## src/hdl/ossr_pkg.sv

```systemverilog
// Shared types, constants and microcode ROM for the order-statistic select/remove block.
`default_nettype none

package ossr_pkg;

  localparam int MAX_SLOTS_DEF = 1024;

  localparam int RANK_W = 11;
  localparam int POS_W  = 10;
  localparam int REM_W  = 11;
  localparam int SLOT_W = 11;

  localparam logic [SLOT_W-1:0] SLOT_RST = 11'd1024;

  localparam logic OP_FILL   = 1'b0;
  localparam logic OP_SELECT = 1'b1;

  localparam int STEP_W = 4;

  localparam logic [STEP_W-1:0] S_WAIT      = 4'd0;
  localparam logic [STEP_W-1:0] S_DISPATCH  = 4'd1;
  localparam logic [STEP_W-1:0] S_DESC_INIT = 4'd2;
  localparam logic [STEP_W-1:0] S_DESC_RD   = 4'd3;
  localparam logic [STEP_W-1:0] S_DESC_STEP = 4'd4;
  localparam logic [STEP_W-1:0] S_REM_INIT  = 4'd5;
  localparam logic [STEP_W-1:0] S_REM_RD    = 4'd6;
  localparam logic [STEP_W-1:0] S_REM_WR    = 4'd7;
  localparam logic [STEP_W-1:0] S_FIN_SEL   = 4'd8;
  localparam logic [STEP_W-1:0] S_FILL_INIT = 4'd9;
  localparam logic [STEP_W-1:0] S_FILL_WR   = 4'd10;
  localparam logic [STEP_W-1:0] S_FIN_FILL  = 4'd11;
  localparam logic [STEP_W-1:0] S_FIN_ERR   = 4'd12;

  typedef enum logic [3:0] {
    ACT_NONE,
    ACT_LATCH,
    ACT_DESC_INIT,
    ACT_DESC_RD,
    ACT_DESC_STEP,
    ACT_REM_INIT,
    ACT_REM_RD,
    ACT_REM_WR,
    ACT_FIN_SEL,
    ACT_FILL_INIT,
    ACT_FILL_WR,
    ACT_FIN_FILL,
    ACT_FIN_ERR
  } act_t;

  typedef enum logic [2:0] {
    JC_NEVER,
    JC_NOSTART,
    JC_FILL,
    JC_BAD,
    JC_DESC_MORE,
    JC_REM_MORE,
    JC_FILL_MORE,
    JC_ALWAYS
  } jc_t;

  typedef struct packed {
    act_t              act;
    jc_t               jc;
    logic [STEP_W-1:0] target;
  } uword_t;

  typedef struct packed {
    logic start;
    logic fill;
    logic bad;
    logic desc_more;
    logic rem_more;
    logic fill_more;
  } cond_t;

  function automatic uword_t ucode(input logic [STEP_W-1:0] step);
    uword_t uw;
    case (step)
      S_WAIT:      uw = '{ACT_LATCH,     JC_NOSTART,   S_WAIT};
      S_DISPATCH:  uw = '{ACT_NONE,      JC_FILL,      S_FILL_INIT};
      S_DESC_INIT: uw = '{ACT_DESC_INIT, JC_BAD,       S_FIN_ERR};
      S_DESC_RD:   uw = '{ACT_DESC_RD,   JC_NEVER,     S_WAIT};
      S_DESC_STEP: uw = '{ACT_DESC_STEP, JC_DESC_MORE, S_DESC_RD};
      S_REM_INIT:  uw = '{ACT_REM_INIT,  JC_NEVER,     S_WAIT};
      S_REM_RD:    uw = '{ACT_REM_RD,    JC_NEVER,     S_WAIT};
      S_REM_WR:    uw = '{ACT_REM_WR,    JC_REM_MORE,  S_REM_RD};
      S_FIN_SEL:   uw = '{ACT_FIN_SEL,   JC_ALWAYS,    S_WAIT};
      S_FILL_INIT: uw = '{ACT_FILL_INIT, JC_NEVER,     S_WAIT};
      S_FILL_WR:   uw = '{ACT_FILL_WR,   JC_FILL_MORE, S_FILL_WR};
      S_FIN_FILL:  uw = '{ACT_FIN_FILL,  JC_ALWAYS,    S_WAIT};
      S_FIN_ERR:   uw = '{ACT_FIN_ERR,   JC_ALWAYS,    S_WAIT};
      default:     uw = '{ACT_NONE,      JC_ALWAYS,    S_WAIT};
    endcase
    return uw;
  endfunction

endpackage

`default_nettype wire

```

## src/hdl/ossr_useq.sv

```systemverilog
// Microcode sequencer: step counter, control ROM and conditional jumps.
`default_nettype none

module ossr_useq (
  input  wire logic            clk,
  input  wire logic            rst,
  input  wire ossr_pkg::cond_t cond,
  output ossr_pkg::uword_t     uword,
  output logic                 idle
);
  import ossr_pkg::*;

  logic [STEP_W-1:0] step;
  logic [STEP_W-1:0] step_next;
  logic              take;

  assign uword = ucode(step);
  assign idle  = (step == S_WAIT);

  always_comb begin
    case (uword.jc)
      JC_NEVER:     take = 1'b0;
      JC_NOSTART:   take = !cond.start;
      JC_FILL:      take = cond.fill;
      JC_BAD:       take = cond.bad;
      JC_DESC_MORE: take = cond.desc_more;
      JC_REM_MORE:  take = cond.rem_more;
      JC_FILL_MORE: take = cond.fill_more;
      JC_ALWAYS:    take = 1'b1;
      default:      take = 1'b1;
    endcase
    step_next = take ? uword.target : step + 1'b1;
  end

  always_ff @(posedge clk) begin
    if (rst) begin
      step <= S_WAIT;
    end else begin
      step <= step_next;
    end
  end

endmodule

`default_nettype wire
```

## config.mk

```make
export PLATFORM = sky130hd
export DESIGN_NAME = ossr_useq
export DESIGN_NICKNAME = d
export VERILOG_FILES = /design/src/hdl/ossr_pkg.sv /design/src/hdl/ossr_useq.sv
export SDC_FILE = /design/constraint.sdc
export NUM_CORES = 1
export LEC_CHECK = 0
export ABC_AREA = 1
export ABC_CLOCK_PERIOD_IN_PS = 2400
export BUFFER_PORTS_ARGS = -buffer_cell sky130_fd_sc_hd__buf_4
export CAP_MARGIN = 25
export CELL_PAD_IN_SITES_DETAIL_PLACEMENT = 0
export CELL_PAD_IN_SITES_GLOBAL_PLACEMENT = 1
export CORE_MARGIN = 4
export CORE_UTILIZATION = 36
export CTS_CLUSTER_SIZE = 40
export DETAILED_ROUTE_END_ITERATION = 10
export PLACE_DENSITY = 0.79
export SLEW_MARGIN = 20
export SYNTH_ARGS = -nofsm -noshare
export SYNTH_HDL_FRONTEND = slang
export SYNTH_SLANG_ARGS = --single-unit
```

## constraint.sdc

```tcl
create_clock -name clk -period 2.4 [get_ports clk]
set_input_delay 0.12 -clock clk [delete_from_list [all_inputs] [get_ports clk]]
set_output_delay 0.12 -clock clk [all_outputs]
set_load 0.005 [all_outputs]
```

Yosys cells after proc, flatten, opt, wreduce, memory -nomap -nowiden

Memory sizes are Yosys's and may differ from the RTL's. A register that Yosys moved wholly into a read port is not among the register bits.
Cells that the tools add are included.

Flip-flop bits (word level): 4
Memory bits (read-only): 176
Bits of input ports: 8
Output and inout bits: 12
Word-level logic and storage cells: 16
Memories kept: 1

Memories:

| name             | depth | bits a word | rd ports | clocked after memory_dff | write ports | RTL line       | text |
|---|---|---|---|---|---|---|---|
| (name not given) | 16    | 11          | 1        | 1                        | 0           | ossr_pkg.sv:78 | `case (step)` |

Add/subtract/negate cells: 1
Eq/ne operators: 7
Mux-type cells: 3
Reductions and logical operators: 3

Operator list:

| kind                                                             | count |
|---|---|
| 3-bit == test (second input constant)                            | 4 |
| 4-bit two-way mux                                                | 2 |
| 1-bit one-hot mux with 8 select lines                            | 1 |
| 3-bit by 2-bit == test with 1-bit output (second input constant) | 2 |
| 4-bit by 1-bit adder with 4-bit output (second input constant)   | 1 |
| 4-bit zero test                                                  | 1 |
| 3-bit by 1-bit == test with 1-bit output (second input constant) | 1 |
| 3-bit zero test                                                  | 1 |
| 1-bit zero test                                                  | 1 |

Logic depth before layout (Yosys ltp)

Gate-level depths: netlist (run 1).

Depth after elaboration: 4
Gate-level depth with buffers: 12
Gate-level depth less buffers: 12

Worst setup path before layout (run 1)

OpenSTA, ideal clock, no wires.

Kind: register to register
Start point: reg uword[4] (netlist name)
End point: reg uword[1] (netlist name)
Setup time: 0.059 ns
Data arrival time: 1.806 ns
Path slack: 0.534 ns
Cell stages (with the launch flop): 11
Cells stage by stage: dfxtp_1 -> inv_2 -> nand2_2 -> nand2_2 -> a21oi_4 -> nand2_2 -> o21ai_0 -> ha_1 -> inv_1 -> nand3_1 -> nand2_1

Cells in the longest elaborated chain, start to end: 4
Elaborated cells between the ends (all ways): 11
Those cells by class: eq/ne: 7; mux: 3; reduce/logical: 1

RTL lines:

| what                                    | RTL line        | text |
|---|---|---|
| 3-bit == test (tied with other cells)   | ossr_useq.sv:21 | `case (uword.jc)` |
| 1-bit one-hot mux with 8 select lines * | ossr_useq.sv:21 |  |
| 4-bit two-way mux *                     | ossr_useq.sv:32 | `step_next = take ? uword.target : step + 1'b1;` |
| 4-bit two-way mux (no source line) *    | n/a             |  |

Every way passes the cells marked *; elsewhere a longest branch is shown, timed or not.
A chain may end at the register's enable or synchronous reset.

Worst setup path after layout (run 1)

Start point: reg uword[4] (netlist name)
End point: reg uword[1] (netlist name)

Cells in the longest elaborated chain, start to end: 4
Elaborated cells between the ends (all ways): 11
Those cells by class: eq/ne: 7; mux: 3; reduce/logical: 1

RTL lines:

| what                                    | RTL line |
|---|---|
| 3-bit == test (tied with other cells)   | ossr_useq.sv:21 |
| 1-bit one-hot mux with 8 select lines * | ossr_useq.sv:21 |
| 4-bit two-way mux *                     | ossr_useq.sv:32 |
| 4-bit two-way mux (no source line) *    | n/a |

Marks and branches as above.

==> results of run 1 <==
-- kinds of logic after synthesis --
logic type	Yosys count	synth area share, %
DFF	15	38.0
xor gates and xnor gates	2	2.22
AOI/OAI and AO/OA	9	7.13
buffers and inverters	18	8.56
and+or+nand+nor	51	33.0
adders and majority gates	7	11.1
-- sequential cells by signal, summed over array words and instances, names as in the netlist --
name and cells:
uword 11, step 4
-- per-stage QoR --
step / area, µm² / power (µW) / util, % / setup slack [ns]
after floorplan: 790 / 1030 / - / 0.534
after global placement: 973 / 1300 / 48.1 / 0.499
after detailed placement: 973 / 1290 / 48.1 / 0.530
after CTS: 1000 / 1440 / 49.5 / 0.486
after global routing: 1000 / 1570 / 49.5 / 0.330
final: 1000 / 1420 / 49.5 / 0.521
-- critical path: stages (launching register included) --
cell and delay [ns]:
dfxtp_1 0.41, inv_2 0.06, nand2_2 0.06, nand2_2 0.06, a21oi_4 0.21, a21oi_1 0.09
nor2_1 0.08, o21ai_0 0.08, buf_4 0.16, ha_1 0.33, inv_1 0.07, nand3_1 0.11
nand2_1 0.06
-- cell usage in the layout (no fill, tap or decap), types with 2 or more instances in the layout --
cell type / n
a21oi_1: 5
ha_1: 7
inv_2: 3
inv_1: 15
clkbuf_4: 3
nand2_2: 7
nand3_1: 14
nand2_1: 22
nor2_1: 4
buf_4: 20
o21ai_0: 2
dfxtp_1: 15
-- power breakdown --
part,switching (µW),internal [µW],total [µW]
registers,65.9,353,419
logic,504,355,860
clock network,79.0,61.8,141
-- synthesized netlist by cell type, drive strengths merged --
library cell  number
a21oi              6
dfxtp             15
xnor2              1
o21ai              3
nand2             29
nor3b              1
xor2               1
nand3             15
inv               18
nor2               6
ha                 7
-- routing by layer --
| layer | vias to the layer above | global-route usage (%) | routed length (µm) | part of all wire [%] |
|---|---|---|---|---|
| li1 | 368 | - | - | - |
| met1 | 304 | 13.6 | 686 | 44 |
| met2 | 10 | 20.3 | 788 | 51 |
| met3 | 4 | 2.45 | 41 | 2.6 |
| met4 | 0 | 7.47 | 31 | 2.0 |
| met5 | - | 0 | 0 | 0 |
-- area by class of cell --
type	count	area, µm²
fill	206	1020
multi-input combinational	69	422
sequential	15	300
timing repair buffer	20	150
inverter	18	67.6
tap	27	33.8
clock buffer	3	22.5
clock inverter	1	5.00
-- worst max-delay path by stage --
stage              from       end  slack (ns)  cells past startpoint
3_3_place_gp   uword[4]  uword[1]        0.50                     12
4_1_cts        uword[4]  uword[1]        0.49                     12
3_5_place_dp   uword[4]  uword[6]        0.53                     12
2_1_floorplan  uword[4]  uword[1]        0.53                     10
6_report       uword[4]  uword[1]        0.52                     12
5_1_grt        uword[4]  uword[6]        0.33                     10
==> results.md, run 1 <==
Status:
- The flow ran to the end, and the final reports show no timing, DRC or antenna violations.

Global routing:
- The via count of the first global-routing pass is 626.
- Global routing used between 10% and 20% of the available tracks across all layers.
- The initial antenna violation count is 0.
- Entering global routing, the biggest net connects 10 pins.
- The sum of overflow across all layers after global routing is 0.
- The first-pass GRT wire length is 2550 µm.

Timing:
- Measured against its own limit, the worst slew margin works out to 84.4%.
- The number of max-slew violations in the final report came to 0.
- The tightest hold margin is between 0.2 and 0.25 ns.
- The final-layout setup total negative slack is 0 ns.
- The number of hold violations in the final report was 0.
- The achievable frequency is ~530 MHz.
- The worst path uses 78.3% of the clock period.
- The clock period minus worst slack is 1.88 ns.
- For the pin with the worst max-slew slack, the measured transition is 0.234 ns.
- Setup repair after global routing left no endpoint under its margin.
- The total setup violations reported at the end of the flow is 0.
- The clock skew after layout is roughly 0.012 ns.

Clock tree:
- The CTS tree is built.
- The total clock buffers created by CTS is 3.
- The CTS clock-pin slew for the worst setup and hold paths is roughly 0.09 ns.
- The total setup buffers inserted after CTS is 0.
- The number of hold buffers added after cts is 0.
- The clock reaches the later pin of the worst-skew pair after 0.28 ns.
- The tree built by TritonCTS fans out to 15 sinks.
- No sink is reached through more buffers than the 2 on the longest clock path.
- The root buffer cell chosen for the clock tree is clkbuf_4.
- The deepest level of the CTS H-tree is 1.
- In this run, post-CTS repair resized a total of 0 instances.

Routing:
- The first-pass detailed-route iteration total is 4.
- After detailed routing, the number of remaining DRC violations is 0.
- The routed design has 1550 µm of wire.
- The overall via count from detail_route is between 600 and 700.
- After detailed routing, the average wire length per cell comes to 10.1 µm.
- The number of vias per cell is 4.48.
- The final antenna-violating net count is 0.
- For this block, the initial DRC count from the detailed router was 5.

Die:
- The number of core rows is 16.
- The boundary pin count is 20.
- The core area is 2020 µm².
- The initial core utilization is 39.0%.
- The height of the die is 54.8 µm.
- The width of the die is 54.8 µm.
- The die area is around 3000 µm².

Placed design:
- The post-detailed-placement half-perimeter wirelength is 1240 µm.
- Input and output buffers added on the ports amount to 19.
- The routability congestion estimate from global placement is 0.797.
- The post-placement cell count is 149.

Setup path:
- In this run the critical register-to-register path is launched from uword[4].
- The type of the worst setup path is reg -> reg.
- The worst endpoint required time is roughly 2.6 ns.
- The end of the worst register-to-register path is uword[1].
- For the worst setup path, the data arrival time is 2.05 ns.
- STA classifies the critical path endpoint as a flip-flop.
- The worst register-to-register path has a setup slack of 0.52 ns.
- In this run the worst path has a maximum fanout of 6.
- STA classifies the critical path startpoint as a flip-flop.
- The logic depth of the worst register-to-register path is 12.

Logic synthesis:
- Of the synthesized area, sequential elements account for 38.0%.
- In this run, synthesis produced a sequential element count of 15.
- When the netlist entered floorplanning its net count stood at 117.
- The number of warnings issued by yosys is 0.
- In this run the cell area of the synthesized design comes to approximately 790 µm².
- The post-synthesis average cell area is 7.74 µm².
- After synthesis, the cell types taking the most area are dfxtp_1, ha_1, nand2_1, nand3_1, inv_1.
- The share of synthesized area in the top cell type comes to 38.0%.
- Counting distinct cell types in the post-synthesis netlist gives 18.
- dfxtp_1 takes more of the synthesized area than any other cell.
- The cell count after synthesis came out at 102.

Worst hold path:
- Counting instances, the worst hold path has a depth of 5.
- The end point of the most critical hold path is step[1].
- The class of the tightest hold or removal check is in -> reg.
- The start point of the worst hold path is rst.

Cells and area:
- From synthesis to final layout, the design area changed by 26.8%.
- The final standard cell count with taps included and fillers excluded is 153.
- The count of antenna diodes in the layout is 0.
- The post-route netlist has 30.2% of its cells at a drive strength greater than 1.
- In the final design database the tool counted 142 nets.

Power and ir drop:
- The worst IR drop on VDD is ~0.62 mV.
- Power spread over the standard cell area amounts to 1420 nW/µm².
- The leakage dissipation is 0.000550 µW.

Flow run:
- The max capacitance violation total is 0.
(Power assumes the default switching activity.)
==> run 2, diff against run 1 <==
--- a/config.mk
+++ b/config.mk
@@ -6,16 +6,16 @@
 export NUM_CORES = 1
 export LEC_CHECK = 0
 export ABC_AREA = 1
-export ABC_CLOCK_PERIOD_IN_PS = 2400
+export ABC_CLOCK_PERIOD_IN_PS = 1500
 export BUFFER_PORTS_ARGS = -buffer_cell sky130_fd_sc_hd__buf_4
 export CAP_MARGIN = 25
 export CELL_PAD_IN_SITES_DETAIL_PLACEMENT = 0
 export CELL_PAD_IN_SITES_GLOBAL_PLACEMENT = 1
 export CORE_MARGIN = 4
-export CORE_UTILIZATION = 36
+export CORE_UTILIZATION = 32
 export CTS_CLUSTER_SIZE = 40
 export DETAILED_ROUTE_END_ITERATION = 10
-export PLACE_DENSITY = 0.79
+export PLACE_DENSITY = 0.74
 export SLEW_MARGIN = 20
 export SYNTH_ARGS = -nofsm -noshare
 export SYNTH_HDL_FRONTEND = slang
==> constraint.sdc (replaced) <==
create_clock -name clk -period 1.5 [get_ports clk]
set_input_delay 0.075 -clock clk [delete_from_list [all_inputs] [get_ports clk]]
set_output_delay 0.075 -clock clk [all_outputs]
set_load 0.005 [all_outputs]
==> run 2 against run 1 <==
Compared with the run above: the flow now finishes with violations (setup timing); critical path depth down 2; sequential share of layout area decreased by 5.5 points; routed wire length grew 27%; hold slack gained 0.068 ns; clock skew down 0.0066 ns; critical path type unchanged; sequential power increased by 66%; critical endpoint unchanged; global-route usage shrank 0.98 points; clock power is 61% higher; total power grew 120%; first-iteration DRC count is the same; design area is 26% higher; via count grew 11%; largest power group unchanged.
==> results.md, run 2 (same netlist as run 1, synthesis figures left out) <==
Status:
- The run finished, with violations left.
- The final reports fail on setup timing.

Cells and area:
- The area growth from synthesis to layout is 59.3%.
- The count of antenna diodes in the layout is 0.
- In the layout the commonest cells are buf_4, nand2_1, dfxtp_1.
- The number of nets at the end of the flow is 157.
- In the final layout, the share of cells above drive strength 1 is 56.0%.
- Cells fill 55.3% of the core in the end.
- The flip-flop count of the largest register after layout is 11.
- The finished layout holds 169 standard cells, fillers aside.
- The most frequent standard cell in the layout excluding fill and tap cells is buf_4.

Placed design:
- Detailed placement ended at an HPWL of about 1400 µm.
- The post-placement cell count is 158.
- At the end of routability-driven placement, the weighted congestion stood at roughly 0.8.
- The count of input and output buffers is 19.

Timing:
- The setup slack of the critical path after layout is -0.177 ns.
- The measured slew at the worst slew-check pin is 0.387 ns.
- The number of hold violations in the final report is 0.
- The number of max-slew violations in the final report came to 0.
- The fraction of the cycle the final worst path needs is 112%.
- The clock skew after layout is 0.00505 ns.
- The final-layout setup total negative slack is -1.37 ns.
- Headroom to the max-slew limit came out at between 70% and 80%.
- Setup violations remaining at the end of the flow were counted as 11.
- The clock period minus worst slack is 1.68 ns.
- Derived from the worst setup path, the maximum achievable clock frequency is about 600 MHz.
- Setup repair after global routing could not meet its margin everywhere.

Die:
- The initial core utilization is 34.7%.
- The height of the die is a little under 60 µm.
- The die area is 3330 µm².
- In this run the horizontal extent of the chip is 57.7 µm.
- The boundary pin count is 20.
- In this run the standard cell core region covers 2280 µm².
- The number of core rows is 17.

Clock tree:
- The deepest level of the CTS H-tree is 1.
- The clock latency on the worst-skew pair is 0.28 ns.
- The number of sinks driven by the clock tree is 15.
- The CTS clock-pin slew for the worst setup and hold paths is ~0.09 ns.
- The CTS tree is built.
- The buffer depth of the longest clock path is 2.
- The root buffer cell is clkbuf_4.
- The total clock buffers created by CTS is 3.

Global routing:
- Global routing consumed, over all layers together, 11.0% of the routing resources.
- The first global-routing pass estimated 2870 µm of wire.
- The total overflow left after global routing is 0.
- The initial antenna violation count came to 0.
- The pin count of the biggest net entering global routing is 10.
- The via count of the first global-routing pass is 689.

Routing:
- The DRC violation count after routing is 0.
- In this run the remaining antenna-violating nets after routing total 0.
- The routed layout has roughly 760 vias.
- After detailed routing, the average wire length per cell comes to 11.6 µm.
- The number of design-rule violations left by the first detailed-router iteration is 5.
- The wire length on met2 is 975 µm.
- The post-detailed-routing wire length is 1960 µm.
- The number of vias per cell is between 4 and 5.
- The detailed router put a total of 885 µm of wire on met1.
- The first-pass detailed-route iteration total is 4.
- The highest metal layer with signal wires is met4.
- In the detailed route, the total length drawn on met3 is 53 µm.

Flow run:
- The max capacitance violation total is 0.

Power and ir drop:
- The clock network accounts for 7.4% of the total power.
- The proportion of total power due to net switching is 45.7%.
- VDD sags by at most 1.23 mV.
- Power spread over the standard cell area amounts to around 2400 nW/µm².
- In this run, flip-flops and latches consume 22.7% of the power.
- The leakage dissipation is 0.000636 µW.
- Internal power comes to 1670 µW.
- In this run the power spent charging and discharging nets is between 1000 and 1500 µW.
- The sum of internal, switching and leakage power is 3070 µW.
- The part of the total power dissipated in combinational logic is 69.9%.

Setup path:
- The worst setup path is launched from a flip-flop.
- The worst register-to-register path ends at uword[1].
- The startpoint of the most critical register-to-register path is uword[5].
- The setup path with the least slack is of type reg -> reg.
- STA puts the critical path data arrival time at 1.86 ns.
- STA classifies the critical path endpoint as a flip-flop.
- Walking the worst path, the cells encountered are nor2_4, nor2_2, a21oi_4, nand2_4, nand2_2, nand3_4, ha_4, inv_2, nand3_2, nand2_1.
- The worst setup slack for register-to-register paths is -0.18 ns.
- The maximum fanout along the worst path is 5.
- The number of cells on the worst reg-to-reg path is 10.
- For the worst setup path, the data required time is 1.68 ns.
- The slowest stage of the critical path is the dfxtp_4 cell.
- The maximum cell stage delay along the critical path is 0.37 ns.

Worst hold path:
- The end point of the most critical hold path is step[1].
- The startpoint identified for the worst hold timing path is rst.
- Counting instances, the worst hold path has a depth of 6.
- The tightest min-delay check is of the in -> reg type.
==> run 2: critical path: cells and delay by family (launching register included) <==
family,cells,cell delay (ns)
buf+inv,1,0.04
fa+ha+maj,1,0.32
simple gates,7,0.62
compound gates,1,0.22
flops,1,0.37
==> run 2: how the worst max path moves through the flow <==
stage / startpoint / to
floorplan: uword[5] / uword[4]
global placement: uword[4] / uword[4]
detailed placement: uword[5] / uword[4]
CTS: uword[5] / uword[4]
global route: uword[5] / uword[1]
finish: uword[5] / uword[1]
==> run 2: layout make-up <==
class	instances	area (µm²)
timing repair buffer	34	259
inverter	18	72.6
fill	235	1020
tap	28	35.0
clock inverter	1	5.00
multi-input combinational	70	556
clock buffer	3	22.5
sequential	15	308
==> run 2: what timing repair did <==
action                                  CTS  global route
gates resized for setup                  19             8
setup buffers                             4             2
hold buffers                              0             0
gates cloned                              0             1
pin swaps                                10             3
endpoints found under the setup margin   11            13
==> run 2: power groups by stage <==
stage                     combinational, µW  sequential, µW  clock [µW]
final                                  2140             696         227
after global routing                   2350             718         252
after CTS                              1990             679         236
after detailed placement               1730             681           0
after global placement                 1710             679           0
after floorplan                        1110             688           0
==> run 2: metrics by stage <==
step	area, µm²	worst slack (ns)	hold WS [ns]
floorplan	831	-0.129	0.300
detailed placement	1080	-0.189	0.455
global route	1260	-0.251	0.316
CTS	1200	-0.151	0.279
finish	1260	-0.177	0.302
global placement	1080	-0.182	0.456
==> run 2: routing by layer <==
layer | up-vias | GRT usage (%)
li1 | 396 | -
met1 | 349 | 14.3
met2 | 12 | 17.1
met3 | 5 | 1.11
met4 | 0 | 7.62
met5 | - | 0
==> run 3, diff against run 2 <==
--- a/config.mk
+++ b/config.mk
@@ -16,6 +16,7 @@
 export CTS_CLUSTER_SIZE = 40
 export DETAILED_ROUTE_END_ITERATION = 10
 export PLACE_DENSITY = 0.74
+export REMOVE_ABC_BUFFERS = 1
 export SLEW_MARGIN = 20
 export SYNTH_ARGS = -nofsm -noshare
 export SYNTH_HDL_FRONTEND = slang
==> run 3 against run 2 <==
Compared with the run above: register-to-register slack barely moved; the flow still finishes with violations (setup timing); cell count is 2.4% higher; via count grew 1.2%; non-clock buffer count grew 5; total power down 1.2%; combinational power hardly changed; critical path depth up 2; core utilization rose by 0.33 points; setup slack worse by 0.014 ns; routed wire length down 6.9%; largest cell class unchanged.
==> results.md, run 3 (same netlist as run 1, synthesis figures left out) <==
Status:
- The flow ran to the end, but the final reports show violations.
- The final reports fail on setup timing.

Cells and area:
- The library cell used most frequently in the layout, excluding fill and tap cells, is buf_4.
- The flip-flop count of the largest register after layout is 11.
- The number of antenna diodes in the final layout is 0.
- Leaving out fill and tap cells, the most frequent cells in the layout are buf_4, nand2_1, dfxtp_1.
- Once layout is complete, the utilization of the core stands at 55.6%.
- The area added between synthesis and finish is 60.2%.
- The share of final-layout standard cells stronger than drive strength 1 is 55.9%.
- The number of nets at the end of the flow is ~160.

Clock tree:
- TritonCTS built the clock tree.
- The root buffer cell is clkbuf_4.
- In this run, CTS created clock tree buffers numbering 3.
- The clock latency on the worst-skew pair is approximately 0.27 ns.
- The buffer depth of the longest clock path is 2.
- Clock tree synthesis found a total of 15 sinks.
- After clock tree synthesis, the clock-pin slew on the worst setup and hold paths is 0.09 ns.
- In this run the number of H-tree levels came out at 1.

Routing:
- The first detailed-routing pass took 2 iterations.
- The post-detailed-routing wire length is 1820 µm.
- The number of design-rule violations left by the first detailed-router iteration is 7.
- In the routed design, unresolved DRC markers number 0.
- The overall via count from detail_route is 771.
- The average wire per standard cell is between 10 and 15 µm.
- Using the TritonRoute via totals, the vias-per-cell ratio works out to approximately 4.5.
- The final antenna-violating net count is 0.

Global routing:
- The via count of the first global-routing pass was 785.
- After global routing the overflow that remains totals 0.
- The global-route total usage across every layer is around an eighth.
- The pin count of the biggest net entering global routing is 10.
- The first-pass GRT wire length is between 3000 and 4000 µm.
- The initial antenna violation count is 0.

Setup path:
- For the worst flop-to-flop path, the logic depth is 12.
- STA classifies the critical path startpoint as a flip-flop.
- The signal arrival time at the worst endpoint is 1.85 ns.
- Data on the critical path is required at its endpoint by 1.66 ns.
- Along the worst path, the maximum fanout reaches 5.
- The most critical setup path has its startpoint at uword[5].
- The category of the worst setup path capture point is a flip-flop.
- The startpoint of the most critical register-to-register path is uword[5].
- The type of the worst setup path is reg -> reg.

Timing:
- Based on the critical path, the design can be clocked at up to 591 MHz.
- The number of hold violations in the final report came to 0.
- The fraction of the cycle the final worst path needs is 113%.
- Setup violations remaining at the end of the flow were counted as 11.
- The routed design could run at a clock period as short as 1.69 ns.
- In this run the tightest slew margin relative to its limit is 81.3%.
- The number of max-slew violations in the final report is 0.
- The measured slew at the worst slew-check pin is around 0.28 ns.
- The clock skew after layout is around 0.015 ns.
- Setup repair after global routing could not meet its margin everywhere.
- The tightest hold margin is 0.265 ns.
- Setup slack on the critical path of the routed design comes to -0.191 ns.

Power and ir drop:
- Power comes to around 3000 µW.
- Power spread over the standard cell area amounts to between 2000 and 2500 nW/µm².
- For this design the static power due to leakage is 0.000655 µW.
- The worst IR drop on VDD is roughly 1.3 mV.

Die:
- The die covers 3330 µm².
- In this run the vertical extent of the chip is just under 60 µm.
- The number of core rows is 17.
- The boundary pin count is 20.
- The floorplan step set the die width to 57.7 µm.
- In this run the standard cell core region covers 2280 µm².
- The initial utilization of the core area, before any placement, comes to 34.7%.

Placed design:
- In this run the tool buffered the top-level ports with 19 buffer cells.
- The post-detailed-placement half-perimeter wirelength is 1400 µm.
- The routability congestion estimate from global placement is approximately 0.8.

Worst hold path:
- In this run the most critical hold path is launched from rst.
- The class of the tightest hold or removal check is in -> reg.
- The worst hold path was traced through 4 stages.

Flow run:
- The tool flagged a number of max-cap violations equal to 0.
[run 3: changes by cell type in the layout (fill, tap and decap cells not counted), sizes merged]
cell / before / now
nand3: 16 / 15
buf: 34 / 39
[run 3: per-layer routing]
layer / vias up / share of wire [%] / track usage, % / wire [µm]
li1: 403 / - / - / -
met1: 360 / 46 / 14.5 / 832
met2: 6 / 51 / 21.3 / 933
met3: 2 / 1.9 / 2.45 / 35
met4: 0 / 1.3 / 5.30 / 23
met5: - / 0 / 0 / 0
[run 3: worst max-delay path: stages (launching register included)]
cell and delay [ns]:
dfxtp_4 0.39, inv_2 0.04, nand2_2 0.06, nand2_2 0.06, a21oi_4 0.20, a21oi_2 0.08, nor2_1 0.09, o21ai_1 0.07
buf_4 0.15, ha_4 0.22, buf_4 0.13, nand2_2 0.06, nand2_1 0.05
[run 3: where the power goes]
group	internal, µW	total, µW	switching [µW]
clock	98.5	216	118
sequential	583	708	124
combinational	1040	2110	1060
total	1720	3030	1310
[run 3: worst paths after layout]
path / end / slack, ns
max: uword[5] / -0.19
min: step[2] / 0.26
min reg2reg: step[2] / 0.65
max reg2reg: uword[5] / -0.19
[run 3: repair_timing]
item / in CTS / in global routing
setup endpoints to repair: 11 / 12
hold endpoints to repair: 0 / 0
hold buffers: 0 / 0
gates resized for setup: 30 / 6
pin swaps: 9 / 8
buffers inserted: 4 / 4
[run 3: layout make-up]
type	instances	area, µm²
Timing Repair Buffer	39	304
Inverter	18	72.6
Clock inverter	1	5.00
Sequential cell	15	308
Multi-Input combinational cell	69	518
Clock buffer	3	22.5
Fill cell	213	1010
Tap cell	28	35.0
[run 3: metrics by stage]
| step | area (µm²) | instances | setup TNS [ns] | worst slack (ns) |
|---|---|---|---|---|
| floorplan | 790 | 102 | -2.98 | -0.366 |
| global placement | 1060 | 161 | -2.45 | -0.335 |
| detailed placement | 1060 | 161 | -2.54 | -0.337 |
| CTS | 1220 | 169 | -1.11 | -0.147 |
| global route | 1260 | 173 | -3.01 | -0.297 |
| finish | 1260 | 173 | -1.65 | -0.191 |
